===== src/design/qam_soft_llr_demapper_core_macros.svh =====
// Assertion macros for the soft LLR demapper.
// Depends on nothing; the user module provides clk and arst_n.
`ifndef QAM_SOFT_LLR_DEMAPPER_CORE_MACROS_SVH
`define QAM_SOFT_LLR_DEMAPPER_CORE_MACROS_SVH
`ifndef ASSERT_OFF
`define QSLD_ASSERT_IMPL(lbl, ante, cons, msg) \
	lbl: assert property (@(posedge clk) disable iff (!arst_n) (ante) |-> cons) \
		else $error(msg);
`define QSLD_ASSERT_NEXT(lbl, ante, cons, msg) \
	lbl: assert property (@(posedge clk) disable iff (!arst_n) (ante) |=> (cons)) \
		else $error(msg);
`else
`define QSLD_ASSERT_IMPL(lbl, ante, cons, msg)
`define QSLD_ASSERT_NEXT(lbl, ante, cons, msg)
`endif
`endif


===== src/design/qsld_pkg.sv =====
// Shared types, constants and threshold table of the soft LLR demapper.
// No dependencies.
`timescale 1ns / 1ps
package qsld_pkg;
	localparam int COORD_WIDTH = 16;
	localparam int LLR_WIDTH   = 8;
	localparam int FRAC_BITS   = COORD_WIDTH - 1;
	localparam int DW          = COORD_WIDTH + 1;
	localparam int THR_SH      = 30 - FRAC_BITS;
	localparam int SCALE_WIDTH = 20;
	localparam int CLIP_WIDTH  = 7;
	localparam int CFG_WIDTH   = SCALE_WIDTH;

	localparam logic [1:0] MODE_QPSK   = 2'd0;
	localparam logic [1:0] MODE_QAM16  = 2'd1;
	localparam logic [1:0] MODE_QAM64  = 2'd2;
	localparam logic [1:0] MODE_QAM256 = 2'd3;

	localparam logic [1:0] REG_MODE  = 2'd0;
	localparam logic [1:0] REG_SCALE = 2'd1;
	localparam logic [1:0] REG_CLIP  = 2'd2;

	typedef logic signed [DW-1:0] dval_t;
	typedef logic signed [LLR_WIDTH-1:0] llr_t;

	typedef struct packed {
		logic signed [COORD_WIDTH-1:0] i_sample;
		logic signed [COORD_WIDTH-1:0] q_sample;
	} in_t;

	typedef struct packed {
		logic signed [LLR_WIDTH-1:0] llr_0;
		logic signed [LLR_WIDTH-1:0] llr_1;
		logic signed [LLR_WIDTH-1:0] llr_2;
		logic signed [LLR_WIDTH-1:0] llr_3;
		logic signed [LLR_WIDTH-1:0] llr_4;
		logic signed [LLR_WIDTH-1:0] llr_5;
		logic signed [LLR_WIDTH-1:0] llr_6;
		logic signed [LLR_WIDTH-1:0] llr_7;
		logic [3:0]                  bits_valid;
	} out_t;

	typedef struct packed {
		logic [1:0]             mode;
		logic [SCALE_WIDTH-1:0] scale;
		logic [CLIP_WIDTH-1:0]  clip;
	} cfg_t;

	// Fold thresholds k/sqrt(P) in Q.30, outermost level first, reduced to Q.FRAC_BITS.
	function automatic dval_t thr_at(input logic [1:0] mode, input int unsigned lvl);
		longint q;
		longint r;
		q = 0;
		case (mode)
			MODE_QAM16: begin
				if (lvl == 0) q = 64'sd679093957;
			end
			MODE_QAM64: begin
				if (lvl == 0) q = 64'sd662727842;
				else if (lvl == 1) q = 64'sd331363921;
			end
			MODE_QAM256: begin
				if (lvl == 0) q = 64'sd658817909;
				else if (lvl == 1) q = 64'sd329408954;
				else if (lvl == 2) q = 64'sd164704477;
			end
			default: q = 0;
		endcase
		r = (q + (64'sd1 <<< (THR_SH - 1))) >>> THR_SH;
		return r[DW-1:0];
	endfunction
endpackage


===== src/design/qsld_lane.sv =====
// One LLR lane: scale product register, then rounding, clipping and sign.
// Depends on qsld_pkg.
`timescale 1ns / 1ps
module qsld_lane import qsld_pkg::*; (
	input  logic  clk,
	input  cfg_t  cfg,
	input  dval_t d,
	output llr_t  llr
);
	localparam int PW = DW + SCALE_WIDTH + 1;
	localparam int SH = FRAC_BITS + 8;
	localparam logic [PW-1:0] HALF = {{(PW-1){1'b0}}, 1'b1} << (SH - 1);

	logic signed [PW-1:0] prod_s3;
	logic [PW-1:0]        mag, rnd, rsh;
	logic [LLR_WIDTH-2:0] m;
	logic                 neg;

	always_ff @(posedge clk) begin
		prod_s3 <= d * $signed({1'b0, cfg.scale});
	end

	always_comb begin
		neg = prod_s3[PW-1];
		mag = neg ? PW'(-prod_s3) : PW'(prod_s3);
		rnd = mag + HALF;
		rsh = rnd >> SH;
		if (rsh > {{(PW-CLIP_WIDTH){1'b0}}, cfg.clip})
			m = cfg.clip[LLR_WIDTH-2:0];
		else
			m = rsh[LLR_WIDTH-2:0];
		llr = neg ? -$signed({1'b0, m}) : $signed({1'b0, m});
	end
endmodule


===== config.mk =====
export PLATFORM = sky130hd
export DESIGN_NAME = qsld_lane
export DESIGN_NICKNAME = d
export VERILOG_FILES = /design/src/design/qam_soft_llr_demapper_core_macros.svh /design/src/design/qsld_pkg.sv /design/src/design/qsld_lane.sv
export SDC_FILE = /design/constraint.sdc
export NUM_CORES = 1
export LEC_CHECK = 0
export BUFFER_PORTS_ARGS = -buffer_cell sky130_fd_sc_hd__buf_2
export CAP_MARGIN = 0
export CORE_AREA = 3 3 154 186
export CTS_CLUSTER_DIAMETER = 80
export DETAILED_ROUTE_END_ITERATION = 8
export DIE_AREA = 0 0 157 189
export PLACE_DENSITY = 0.67
export SETUP_SLACK_MARGIN = 0.15
export SYNTH_ARGS = -nofsm -noshare
export SYNTH_HDL_FRONTEND = slang
export SYNTH_SLANG_ARGS = --single-unit

===== constraint.sdc =====
create_clock -name clk -period 7.6 [get_ports clk]
set_clock_uncertainty 0.2 [all_clocks]
set_input_delay 0.38 -clock clk [delete_from_list [all_inputs] [get_ports clk]]
set_output_delay 0.38 -clock clk [all_outputs]
set_load 0.02 [all_outputs]

After elaboration in Yosys (flattened, before gate mapping)
Index checks and enable logic that the tools add are counted.
{"block": "op_classes", "add_sub_neg": 3, "n_mul": 1, "order_cmp": 1, "mux": 3}
{"op": "$add A38 B23 Y38 const B", "n": 1}
{"op": "$mul A17 B21 Y38", "n": 1}
{"op": "$mux W38", "n": 1}
{"op": "$neg A38 Y38", "n": 1}
{"op": "$gt A15 B7 Y1", "n": 1}
{"op": "$mux W8", "n": 1}
{"op": "$neg A7 Y8", "n": 1}
{"op": "$mux W7", "n": 1}
{"block": "word_totals", "register_bits": 38, "in_bits": 47, "output_inout_bits": 8, "wordCells": 9}

Logic depth before layout (Yosys ltp)
{"block": "depth", "word_depth": 7, "depth_mapped": 28, "mapped_depth_nobuf": 28}

Worst setup path before layout
OpenSTA, ideal clock, no wires.
{"block": "synth_path", "path_kind": "in2reg", "from": "input port cfg[17] in the netlist's numbering", "to": "register prod_s3[37]", "setup_time_ns": 0.120, "arrival_ns": 6.200, "required_time_ns": 7.280, "setup_slack_ns": 1.079, "stages": 25, "path_buffers": 1, "path_cell_list": "clkbuf_1 nand2_1 fa_1 inv_1 fa_1 fa_1 inv_1 fa_1 inv_1 fa_1 inv_1 fa_1 inv_1 ha_1 a21o_1 a21o_1 a21o_1 a221oi_1 a211oi_1 o21ai_0 o21ai_0 o41ai_1 o21ai_0 a21oi_1 xnor2_1"}
{"block": "synth_between", "elab_chain_cells": 1}
{"item": "start, declared", "line_no": "qsld_lane.sv:6", "rtl": "input cfg_t cfg,"}
{"item": "$mul A17 B21 Y38", "line_no": "qsld_lane.sv:20", "rtl": "prod_s3 <= d * $signed({1'b0, cfg.scale});"}
{"item": "end signal, assigned", "line_no": "qsld_lane.sv:20"}
{"item": "end, declared", "line_no": "qsld_lane.sv:14", "rtl": "logic signed [PW-1:0] prod_s3;"}
No other way between the ends.

Worst setup path after layout
{"block": "layout_path", "from": "input port d[3]", "to": "register prod_s3[37]"}
{"block": "layout_between", "elab_chain_cells": 1}
{"item": "start, declared", "line_no": "qsld_lane.sv:7", "rtl": "input dval_t d,"}
{"item": "$mul A17 B21 Y38", "line_no": "qsld_lane.sv:20"}
No other way between the ends.

==> flow_summary.ini <==
[synth]
synth_top_family_by_area = adder cells
postSynthAreaPerCell_sq_um = 8.66
ys.warnings.count = 0
synth_async_sr_flop_share_pct = 0
muxShareOfSynthArea_pct = 0.149
syn_inst = 1550
synth.distinct_cells = 68
synthSimpleGateAreaFrac_pct = 18.6
synth_fp_nets = 2009
synthAdderAreaFrac_pct = 53.5
synth-xor-area-share_pct = 3.52
syn-cell-area_sq_um = 13400
synth_edf_count = 0
ys.flop_type = dfxtp_1
ys_ff_latch = 38
seq_area_frac_synth_pct = 5.67
synth_compound_area_share_pct = 7.04

[final_layout]
top_register = prod_s3
fillers = 2517
num-nets-final = 2025
area_growth_pct = 5.64
largest_registers = prod_s3: 38 flops
drive_gt1_share_pct = 6.13
largest_reg_flops = 38
antenna_cells = 0

[critical_path]
path_depth = 26
crit_start = d[3]
crit_buf_inv = 7
path_class = in -> reg
cpMostUsedCell = fa_1
worst_setup_path_end_kind = register
cp_data_required_time_ps = 7560
startpoint_type = input port
cp.arrival_ps = 6790
max_stage_delay_ps = 530
slowest_stage = fa_1
crit_path_max_fanout = 12
crit_family = adder cells

[detailed_routing]
routed_wl_um = 31200
drcViolationCount = 0
ant_nets = 0
routedWlPerCell_um = 16.4
dr.first_iter.drc_count = 445
dr.pass1.iters = 5
routed-via-count = 10200
via_per_inst = 5.36

[clocking]
clock_sinks = 38
root_buffer = clkbuf_16
cts_tree = built
clkTransAtPathRegs_ps = 50
cts_buffers = 5
htreeDepth = 2
cts_buffer_depth = 2

[sta]
fmax_mhz = 146
slew-limit-headroom_pct = 48.9
finalHoldViolations = 0
setup_viol_count_final = 0
max_slew.worst_pin.slew_ps = 759
period_minus_slack_ps = 6830
rsz0062_at_grt = false
slew_viol_final = 0
period_share_pct = 89.9
finalSetupTns_ps = 0

[floorplanning]
die_x_um = 157
die_y_um = 189
core-area_sq_um = 27000
design.die.area_sq_um = 29700
initial_core_util_pct = 49.7
row_count = 66
ios = 55

[global_route]
grt_pass1_vias = 10900
met1_usage_pct = 27.1
track_usage_pct = 22.0
use_met2_pct = 40.8
top_usage_layer = met2
grt_max_degree = 29
antenna_found_initial = 0
grt_pass1_wl_um = 52700
grt_use_met3_pct = 2.31
overflow = 0

[hold_path]
whs_path_depth = 2
min_from = cfg[7]
hold_class = in -> reg
min_to = prod_s3[0]

[run]
cap_viol_max_count = 0

[run_status]
outcome = completed

[place]
dpl.hpwl_um = 25400
gp_congestion = 0.860
portBuffers = 52
==> cell usage after synthesis, drive strengths merged (3+ instances only) <==
master	n	area share (%)
o21ai	25	0.93
nand2	194	5.4
or3	6	0.29
o31a	3	0.20
a211o	3	0.20
a31oi	5	0.23
or4	3	0.20
dfxtp	38	5.7
inv	346	9.7
nor3	11	0.41
a21o	15	0.85
ha	143	13
buf	4	0.19
o22ai	4	0.19
a211oi	7	0.43
o211ai	4	0.22
and3	6	0.28
fa	269	40
or2	3	0.14
o31ai	8	0.45
nor2b	7	0.33
o21a	7	0.39
nand2b	17	0.79
xor2	14	0.91
o21bai	7	0.39
nor2	49	1.4
and2	156	7.3
clkbuf	61	1.7
and4	3	0.21
nand3	16	0.60
a21oi	36	1.3
xnor2	40	2.6
nand4	7	0.42
nor4	8	0.58
==> through the flow <==
stage	std cells	utilization (%)	worst slack [ps]	instance area, sq um	hold WS, ps
3_5_place_dp	1896	51.8	492	14000	681
5_1_grt	1907	52.5	152	14200	385
4_1_cts	1904	52.4	582	14100	388
3_3_place_gp	1896	51.8	598	14000	670
6_report	1907	52.5	768	14200	385
2_1_floorplan	1550	-	1080	13400	307
==> per-layer routing <==
layer	share of wire [%]	vias up
met5	0	-
met1	40	5226
met2	54	225
li1	-	4721
met4	2.5	0
met3	4.1	50
==> placed cells by master (no fill, tap or decap), types with 3 or more instances in the layout <==
| cell type | n |
|---|---|
| o31a_1 | 3 |
| buf_4 | 22 |
| o22ai_1 | 4 |
| o21ai_0 | 21 |
| a211o_1 | 3 |
| inv_1 | 346 |
| fa_1 | 269 |
| xnor2_1 | 40 |
| a31oi_1 | 5 |
| o21a_1 | 7 |
| nor2_1 | 49 |
| o21ai_1 | 4 |
| ha_1 | 143 |
| or3_1 | 5 |
| nand2_1 | 194 |
| a21o_1 | 14 |
| nor3_1 | 11 |
| a211oi_1 | 6 |
| nand4_1 | 5 |
| o31ai_1 | 8 |
| nand3_1 | 16 |
| nor2b_1 | 7 |
| and3_1 | 6 |
| o21bai_1 | 7 |
| dfxtp_1 | 38 |
| o211ai_1 | 4 |
| buf_2 | 52 |
| nor4_1 | 5 |
| xor2_1 | 14 |
| clkbuf_16 | 5 |
| a21oi_1 | 36 |
| nand2b_1 | 17 |
| and2_1 | 156 |
==> cell families after synthesis <==
kind of cell    Yosys count
mux                       2
xor+xnor                 54
simple gates            490
flops                    38
buf+inv                 412
fa+ha+maj               412
compound gates          142
==> repair_timing <==
action / in CTS / in global routing
resized for setup: 0 / 1
setup endpoints to repair: 0 / 1
hold buffers: 0 / 0
setup buffers: 0 / 3
==> area by class of cell <==
class	instances	area [sq um]	area share, %
clock buffers	6	139	0.980
inverters	347	1300	9.19
flip-flops and latches	38	761	5.37
repair buffers	74	425	3.00
multi-input cells	1100	11100	78.4
well taps	340	425	3.00
clock inverters	2	12.5	0.0883
==> worst max-delay path by stage <==
stage / slack, ps / to
after CTS: 580 / llr[6]
final: 770 / prod_s3[37]
after detailed placement: 490 / prod_s3[37]
after floorplan: 1080 / prod_s3[37]
after global routing: 150 / llr[6]
after global placement: 600 / prod_s3[37]
Power is not shown: default switching activity piles up to over one toggle a cycle in this logic, so the estimate is an artifact.
