<file path="config.mk">
export PLATFORM = sky130hd
export DESIGN_NAME = qsld_fold
export DESIGN_NICKNAME = d
export VERILOG_FILES = /design/src/design/qam_soft_llr_demapper_core_macros.svh /design/src/design/qsld_pkg.sv /design/src/design/qsld_fold.sv
export SDC_FILE = /design/constraint.sdc
export NUM_CORES = 1
export LEC_CHECK = 0
export ABC_AREA = 1
export BUFFER_PORTS_ARGS = -buffer_cell sky130_fd_sc_hd__buf_2
export CORE_MARGIN = 4
export CORE_UTILIZATION = 38
export DETAILED_ROUTE_END_ITERATION = 16
export HOLD_SLACK_MARGIN = 0.06
export SLEW_MARGIN = 20
export SYNTH_ARGS = -nofsm -noshare
export SYNTH_HDL_FRONTEND = slang
export SYNTH_SLANG_ARGS = --single-unit
</file>
<file path="constraint.sdc">
create_clock -name clk -period 6.9 [get_ports clk]
set_input_delay 0 -clock clk [delete_from_list [all_inputs] [get_ports clk]]
set_output_delay 0 -clock clk [all_outputs]
set_load 0.02 [all_outputs]
</file>
<file path="src/design/qam_soft_llr_demapper_core_macros.svh">
// Assertion macros for the soft LLR demapper.
// Depends on nothing; the user module provides clk and arst_n.
`ifndef QAM_SOFT_LLR_DEMAPPER_CORE_MACROS_SVH
`define QAM_SOFT_LLR_DEMAPPER_CORE_MACROS_SVH
`ifndef ASSERT_OFF
`define QSLD_ASSERT_IMPL(lbl, ante, cons, msg) \
	lbl: assert property (@(posedge clk) disable iff (!arst_n) (ante) |-> cons) \
		else $error(msg);
`define QSLD_ASSERT_NEXT(lbl, ante, cons, msg) \
	lbl: assert property (@(posedge clk) disable iff (!arst_n) (ante) |=> (cons)) \
		else $error(msg);
`else
`define QSLD_ASSERT_IMPL(lbl, ante, cons, msg)
`define QSLD_ASSERT_NEXT(lbl, ante, cons, msg)
`endif
`endif

</file>
<file path="src/design/qsld_pkg.sv">
// Shared types, constants and threshold table of the soft LLR demapper.
// No dependencies.
`timescale 1ns / 1ps
package qsld_pkg;
	localparam int COORD_WIDTH = 16;
	localparam int LLR_WIDTH   = 8;
	localparam int FRAC_BITS   = COORD_WIDTH - 1;
	localparam int DW          = COORD_WIDTH + 1;
	localparam int THR_SH      = 30 - FRAC_BITS;
	localparam int SCALE_WIDTH = 20;
	localparam int CLIP_WIDTH  = 7;
	localparam int CFG_WIDTH   = SCALE_WIDTH;

	localparam logic [1:0] MODE_QPSK   = 2'd0;
	localparam logic [1:0] MODE_QAM16  = 2'd1;
	localparam logic [1:0] MODE_QAM64  = 2'd2;
	localparam logic [1:0] MODE_QAM256 = 2'd3;

	localparam logic [1:0] REG_MODE  = 2'd0;
	localparam logic [1:0] REG_SCALE = 2'd1;
	localparam logic [1:0] REG_CLIP  = 2'd2;

	typedef logic signed [DW-1:0] dval_t;
	typedef logic signed [LLR_WIDTH-1:0] llr_t;

	typedef struct packed {
		logic signed [COORD_WIDTH-1:0] i_sample;
		logic signed [COORD_WIDTH-1:0] q_sample;
	} in_t;

	typedef struct packed {
		logic signed [LLR_WIDTH-1:0] llr_0;
		logic signed [LLR_WIDTH-1:0] llr_1;
		logic signed [LLR_WIDTH-1:0] llr_2;
		logic signed [LLR_WIDTH-1:0] llr_3;
		logic signed [LLR_WIDTH-1:0] llr_4;
		logic signed [LLR_WIDTH-1:0] llr_5;
		logic signed [LLR_WIDTH-1:0] llr_6;
		logic signed [LLR_WIDTH-1:0] llr_7;
		logic [3:0]                  bits_valid;
	} out_t;

	typedef struct packed {
		logic [1:0]             mode;
		logic [SCALE_WIDTH-1:0] scale;
		logic [CLIP_WIDTH-1:0]  clip;
	} cfg_t;

	// Fold thresholds k/sqrt(P) in Q.30, outermost level first, reduced to Q.FRAC_BITS.
	function automatic dval_t thr_at(input logic [1:0] mode, input int unsigned lvl);
		longint q;
		longint r;
		q = 0;
		case (mode)
			MODE_QAM16: begin
				if (lvl == 0) q = 64'sd679093957;
			end
			MODE_QAM64: begin
				if (lvl == 0) q = 64'sd662727842;
				else if (lvl == 1) q = 64'sd331363921;
			end
			MODE_QAM256: begin
				if (lvl == 0) q = 64'sd658817909;
				else if (lvl == 1) q = 64'sd329408954;
				else if (lvl == 2) q = 64'sd164704477;
			end
			default: q = 0;
		endcase
		r = (q + (64'sd1 <<< (THR_SH - 1))) >>> THR_SH;
		return r[DW-1:0];
	endfunction
endpackage

</file>
<file path="src/design/qsld_fold.sv">
// Axis fold pipeline: negated MSB term and three nested fold differences.
// Depends on qsld_pkg.
`timescale 1ns / 1ps
module qsld_fold import qsld_pkg::*; (
	input  logic                          clk,
	input  logic [1:0]                    mode,
	input  logic signed [COORD_WIDTH-1:0] x,
	output dval_t                         d_s2 [4]
);
	dval_t xe, a0, d1;
	dval_t d0_s1, d1_s1;
	dval_t a1, d2, a2, d3;

	always_comb begin
		xe = {x[COORD_WIDTH-1], x};
		a0 = xe[DW-1] ? -xe : xe;
		d1 = a0 - thr_at(mode, 0);
	end

	always_ff @(posedge clk) begin
		d0_s1 <= -xe;
		d1_s1 <= d1;
	end

	always_comb begin
		a1 = d1_s1[DW-1] ? -d1_s1 : d1_s1;
		d2 = a1 - thr_at(mode, 1);
		a2 = d2[DW-1] ? -d2 : d2;
		d3 = a2 - thr_at(mode, 2);
	end

	always_ff @(posedge clk) begin
		d_s2[0] <= d0_s1;
		d_s2[1] <= d1_s1;
		d_s2[2] <= d2;
		d_s2[3] <= d3;
	end
endmodule

</file>
After elaboration in Yosys (flattened, before gate mapping)
Index checks and enable logic that the tools add are counted.
{ "totals": {"register_bits": 102, "inputBits": 19, "output_inout_bits": 68, "wordCells": 24} }
{ "classes": {"n_addsub": 9, "eq_ne": 3, "mux": 6} }
{ "ops": {"columns": ["op", "n"], "rows": [
  ["adder 32 x 16 -> 32 bit, second input constant", 3],
  ["case mux 30 bit (3 select lines)", 1],
  ["case mux 29 bit (2 select lines)", 1],
  ["two-way mux 17 bit", 3],
  ["subtractor 17 bit", 3],
  ["negator 17 bit", 2],
  ["two-way mux 28 bit", 1],
  ["negator 16 -> 17 bit", 1],
  ["equality test 2 bit, second input constant", 2],
  ["equality test 2 x 1 -> 1 bit, second input constant", 1]
]} }

Logic depth before layout (Yosys ltp)
{ "logic_depth": {"depth_word": 7, "ltp_mapped": 34, "mapped_depth_nobuf": 33} }

Least setup slack after synthesis
No wires, ideal clock.
{ "synth_timing": {"kind": "register -> register", "start": "reg d1_s1[0]", "end": "reg d_s2[14] (netlist name)", "setup_ps": 112, "arrival_time_ps": 3685, "required_time_ps": 6788, "setup_slack_ps": 3103, "path_stages_with_launch": 34, "n_path_buf": 1, "period_less_slack_ps": 3797, "cell_sequence": "dfxtp_1 inv_1 ha_1 inv_1 nor2_2 nand3_2 nor2_4 nand2_1 nand2_1 xor2_1 ha_1 nand2_1 inv_1 nand2_1 nor2_2 nand2_2 nand2_2 nand2_4 nand2_2 nand2_4 nand2_4 buf_12 inv_1 nor2_1 xor2_1 inv_1 ha_1 or2_2 nand3_1 nand2_1 nand2_1 nand2_1 nand2_1 nand2_1"} }
{ "synth_between": {"word_cells_on_any_way": 6, "classes_between": "add/sub: 4; mux: 2"} }
{ "synth_lines": {"columns": ["element", "line_no", "source"], "rows": [
  ["start: declaration", "qsld_fold.sv:11", "dval_t d0_s1, d1_s1;"],
  ["start signal: assignment", "qsld_fold.sv:22", "d1_s1 <= d1;"],
  ["negator 17 bit", "qsld_fold.sv:26", "a1 = d1_s1[DW-1] ? -d1_s1 : d1_s1;"],
  ["two-way mux 17 bit *", "qsld_fold.sv:26", null],
  ["subtractor 17 bit *", "qsld_fold.sv:27", "d2 = a1 - thr_at(mode, 1);"],
  ["net d2[16]", "qsld_fold.sv:12", "dval_t a1, d2, a2, d3;"],
  ["two-way mux 17 bit *", "qsld_fold.sv:28", "a2 = d2[DW-1] ? -d2 : d2;"],
  ["subtractor 17 bit *", "qsld_fold.sv:29", "d3 = a2 - thr_at(mode, 2);"],
  ["net d3[14]", "qsld_fold.sv:12", null],
  ["end: declaration", "qsld_fold.sv:8", "output dval_t d_s2 [4]"]
]} }
The timed path passes the listed nets; every way through them passes the cells marked *.

Worst setup path after layout
{ "layout_timing": {"start": "reg d1_s1[16]", "end": "reg d_s2[14] (netlist name)"} }
{ "layout_between": {"elab_chain_len": 5, "word_cells_on_any_way": 6, "classes_between": "add/sub: 4; mux: 2"} }
{ "layout_lines": {"columns": ["element", "line_no"], "rows": [
  ["two-way mux 17 bit *", "qsld_fold.sv:26"],
  ["subtractor 17 bit *", "qsld_fold.sv:27"],
  ["negator 17 bit or subtractor 17 bit (tied branches)", "qsld_fold.sv:28, qsld_fold.sv:27"],
  ["two-way mux 17 bit *", "qsld_fold.sv:28"],
  ["subtractor 17 bit *", "qsld_fold.sv:29"],
  ["net d3[14]", "qsld_fold.sv:12"]
]} }
Marks and branches as above.

==> flow_summary.toml <==
[synth]
seq_area_frac_synth_pct = 35.80
synth_fp_nets = 788
ys_warn_count = 0
synthTopCellsByArea = "dfxtp_1 (36%), nand2_1 (11%), ha_1 (7.8%), inv_1 (7.6%), xor2_1 (6.2%)"
synth-edff-count = 0
syn_inst = 733
async_flop_share_pct = 0
synthFlopType = "dfxtp_1"
yosysTopAreaCell = "dfxtp_1"
yosys.area.top_type_share_pct = 35.80
ys_ff_latch = 101
synth_cell_types = 44
avgSynthCellArea_um2 = 7.705
syn_area_um2 = 5648

[detailed_routing]
drc_errors = 0
maxUsedRoutingLayer = "met4"
wl_met2_um = 5649
routed-via-count = 4602
wl_met1_um = 5185
first_iter_violations = 134
wl_met3_um = 662
drt-total-wl_um = 11850
via_per_inst = 4.459
ant_nets = 0
firstDrtPassIters = 5
detail_route.wl_per_cell_um = 11.48

[cells_and_area]
antenna_cells = 0
final_layout_size_suffix_gt1_share_pct = 22.17
fill_cells = 1469
post-route-cell-area_um2 = 6728
layout.nets = 899
area_delta_synth_final_pct = 19.12

[grt]
grt_antenna_before_repair = 0
grt_pass1_wl_um = 19720
grtUsageTotal_pct = 14.88
grt.overflow.total = 0
first_global_vias = 4418
grt_max_degree = 20

[setup_path]
critical-path-max-stage-delay_ps = 810
critPathRequiredTime_ps = 7150
arrival_ps = 4610
crit_top_cell = "nand2_1"
start_kind = "flip-flop"
cp_slowest_cell = "dfxtp_1"
rr_startpoint = "d1_s1[16]"
rrSetupSlack_ps = 2530
cp_max_fo = 18
rr_endpoint = "d_s2[14]"
end_kind = "flip-flop"
worst-setup-path-type = "flip-flop to flip-flop"
rr_worst_depth = 28

[floorplanning]
die_h_um = 129.9
rows = 44
initial_core_util_pct = 38.86
die_w_um = 129.9
ios = 87
core_um2 = 14530
dieArea_um2 = 16880

[power]
p_int_w = 0.001623
p_clk_share_pct = 15.7
leakage_nw = 3.424
switching_share_pct = 46.59
power_frac_seq_pct = 27.3
peakVddDrop_mv = 0.1622
power_frac_comb_pct = 57.0
p_sw_w = 0.001416
power_w = 0.003039
power_density_nw_per_um2 = 451.7

[clocking]
htreeDepth = 3
cts.repair.resized = 0
clock_latency_ps = 360
clkTransAtPathRegs_ps = 70
cts_setup_buffers = 0
tritoncts = "yes"
cts_inserted_buffers = 9
clock_sinks = 101
cts_hold_buf = 21
root_buffer = "clkbuf_16"
clockBufferDepth = 2

[outcome]
status = "finished, final reports clean"

[placed_design]
place_hpwl_um = 9529
placed_area_um2 = 6243
dpl_worst_slack_ps = 2522
routabilityCongestion = 0.8735
portBuffers = 86

[sta]
min_period_ps = 4367
worst_pin_slew_ps = 751.9
hold_violations = 0
clock_skew_ps = 12.06
period_share_pct = 63.29
worst_slack_ps = 2533
rsz0062_at_grt = "false"
setup_viol = 0
finalSetupTns_ps = 0
fmax_mhz = 229.0
finalMaxSlewViolations = 0
slew_headroom_pct = 49.80

[hold_path]
whs_path_depth = 4
worstHoldPathType = "input port to flip-flop"
hold_path_end = "d1_s1[7]"
hold_path.startpoint = "mode[0]"

[job]
drv_cap = 0
==> per-layer routing <==
layer	global-route usage, %	vias to the layer above
met2	25.90	97
met4	6.724	0
met1	16.78	1974
li1	-	2504
met5	0	-
met3	4.462	27
==> placed cells by master (no fill, tap or decap), types with 5 or more instances in the layout <==
cell and count:
nand2_4 13, buf_2 86, a21oi_1 20, nand2_1 161
nor2_2 9, dfxtp_1 101, or2_2 5, nand3_2 12
ha_1 35, nand3b_1 5, nor3_1 7, xor2_1 40
nand4_1 7, nor2_4 8, xnor2_1 12, inv_2 7
inv_1 114, nand3_1 49, dlygate4sd3_1 21, o21ai_0 21
nor2_1 50, clkbuf_16 9, nand2_2 25
==> layout make-up <==
class                      instances  area [um^2]  area share [%]
clock inverter                     4        31.28          0.4649
clock buffer                      11        242.7           3.608
timing repair buffer             107        640.6           9.522
tap                              184        230.2           3.422
inverter                         122        460.4           6.844
multi-input combinational        503         3100           46.09
sequential                       101         2022           30.05
==> cell families after synthesis <==
group           after synthesis  synth area share [%]
simple gates                360                 32.74
buf+inv                     129                 9.304
flops                       101                 35.80
xor+xnor                     54                 8.839
compound gates               53                 5.206
fa+ha+maj                    36                 8.108
==> power groups by stage <==
stage / logic, W / registers [W] / clock network [W]
2_1_floorplan: 0.00120 / 0.00100 / 0
3_3_place_gp: 0.00172 / 0.000847 / 0
3_5_place_dp: 0.00174 / 0.000847 / 0
4_1_cts: 0.00175 / 0.000834 / 0.000498
5_1_grt: 0.00197 / 0.000851 / 0.000513
6_report: 0.00173 / 0.000831 / 0.000476
==> flip-flops by register name, summed over array words and instances (netlist names) <==
name / flops
d_s2: 67
d0_s1: 17
d1_s1: 17
==> metrics by stage <==
step / util, % / instances / hold WS (ps)
floorplan: - / 733 / 27.72
global placement: 42.96 / 996 / 127.0
detailed placement: 42.96 / 996 / 129.0
CTS: 46.29 / 1032 / 127.9
global route: 46.29 / 1032 / 185.4
finish: 46.29 / 1032 / 146.7
==> cells in the mapped netlist (2+ instances only) <==
cell type,count
inv_1,114
dfxtp_1,101
o21ai_0,21
inv_2,7
nand2_1,161
nand2_4,13
nand3_1,49
nor2_1,50
nand2_2,25
nor3_2,2
nor2_4,8
or2_2,5
nand3b_1,5
xor2_1,40
a21oi_1,20
a31oi_1,3
nor4_1,3
ha_1,35
nor3_1,7
o21bai_1,2
clkbuf_1,3
nand4_1,7
xnor2_1,12
nor2_2,9
nand3_2,12
==> worst max-delay path by stage <==
stage                         start  endpoint  slack [ps]
after global placement    d1_s1[16]  d_s2[14]        2650
after global routing      d1_s1[16]  d_s2[14]        2090
final                     d1_s1[16]  d_s2[14]        2530
after detailed placement  d1_s1[16]  d_s2[14]        2520
after CTS                 d1_s1[16]  d_s2[14]        2490
after floorplan            d1_s1[0]  d_s2[14]        3100
==> critical path, delay by kind of cell (launching register included) <==
family	cells	cell delay [ps]
adder cells (fa/ha/maj)	2	520
XOR/XNOR	1	150
buffers and inverters	4	430
flip-flops	1	810
AO/OA/AOI/OAI	1	160
AND/OR/NAND/NOR	20	2190
Note: power is estimated with default switching activity, not from simulation.
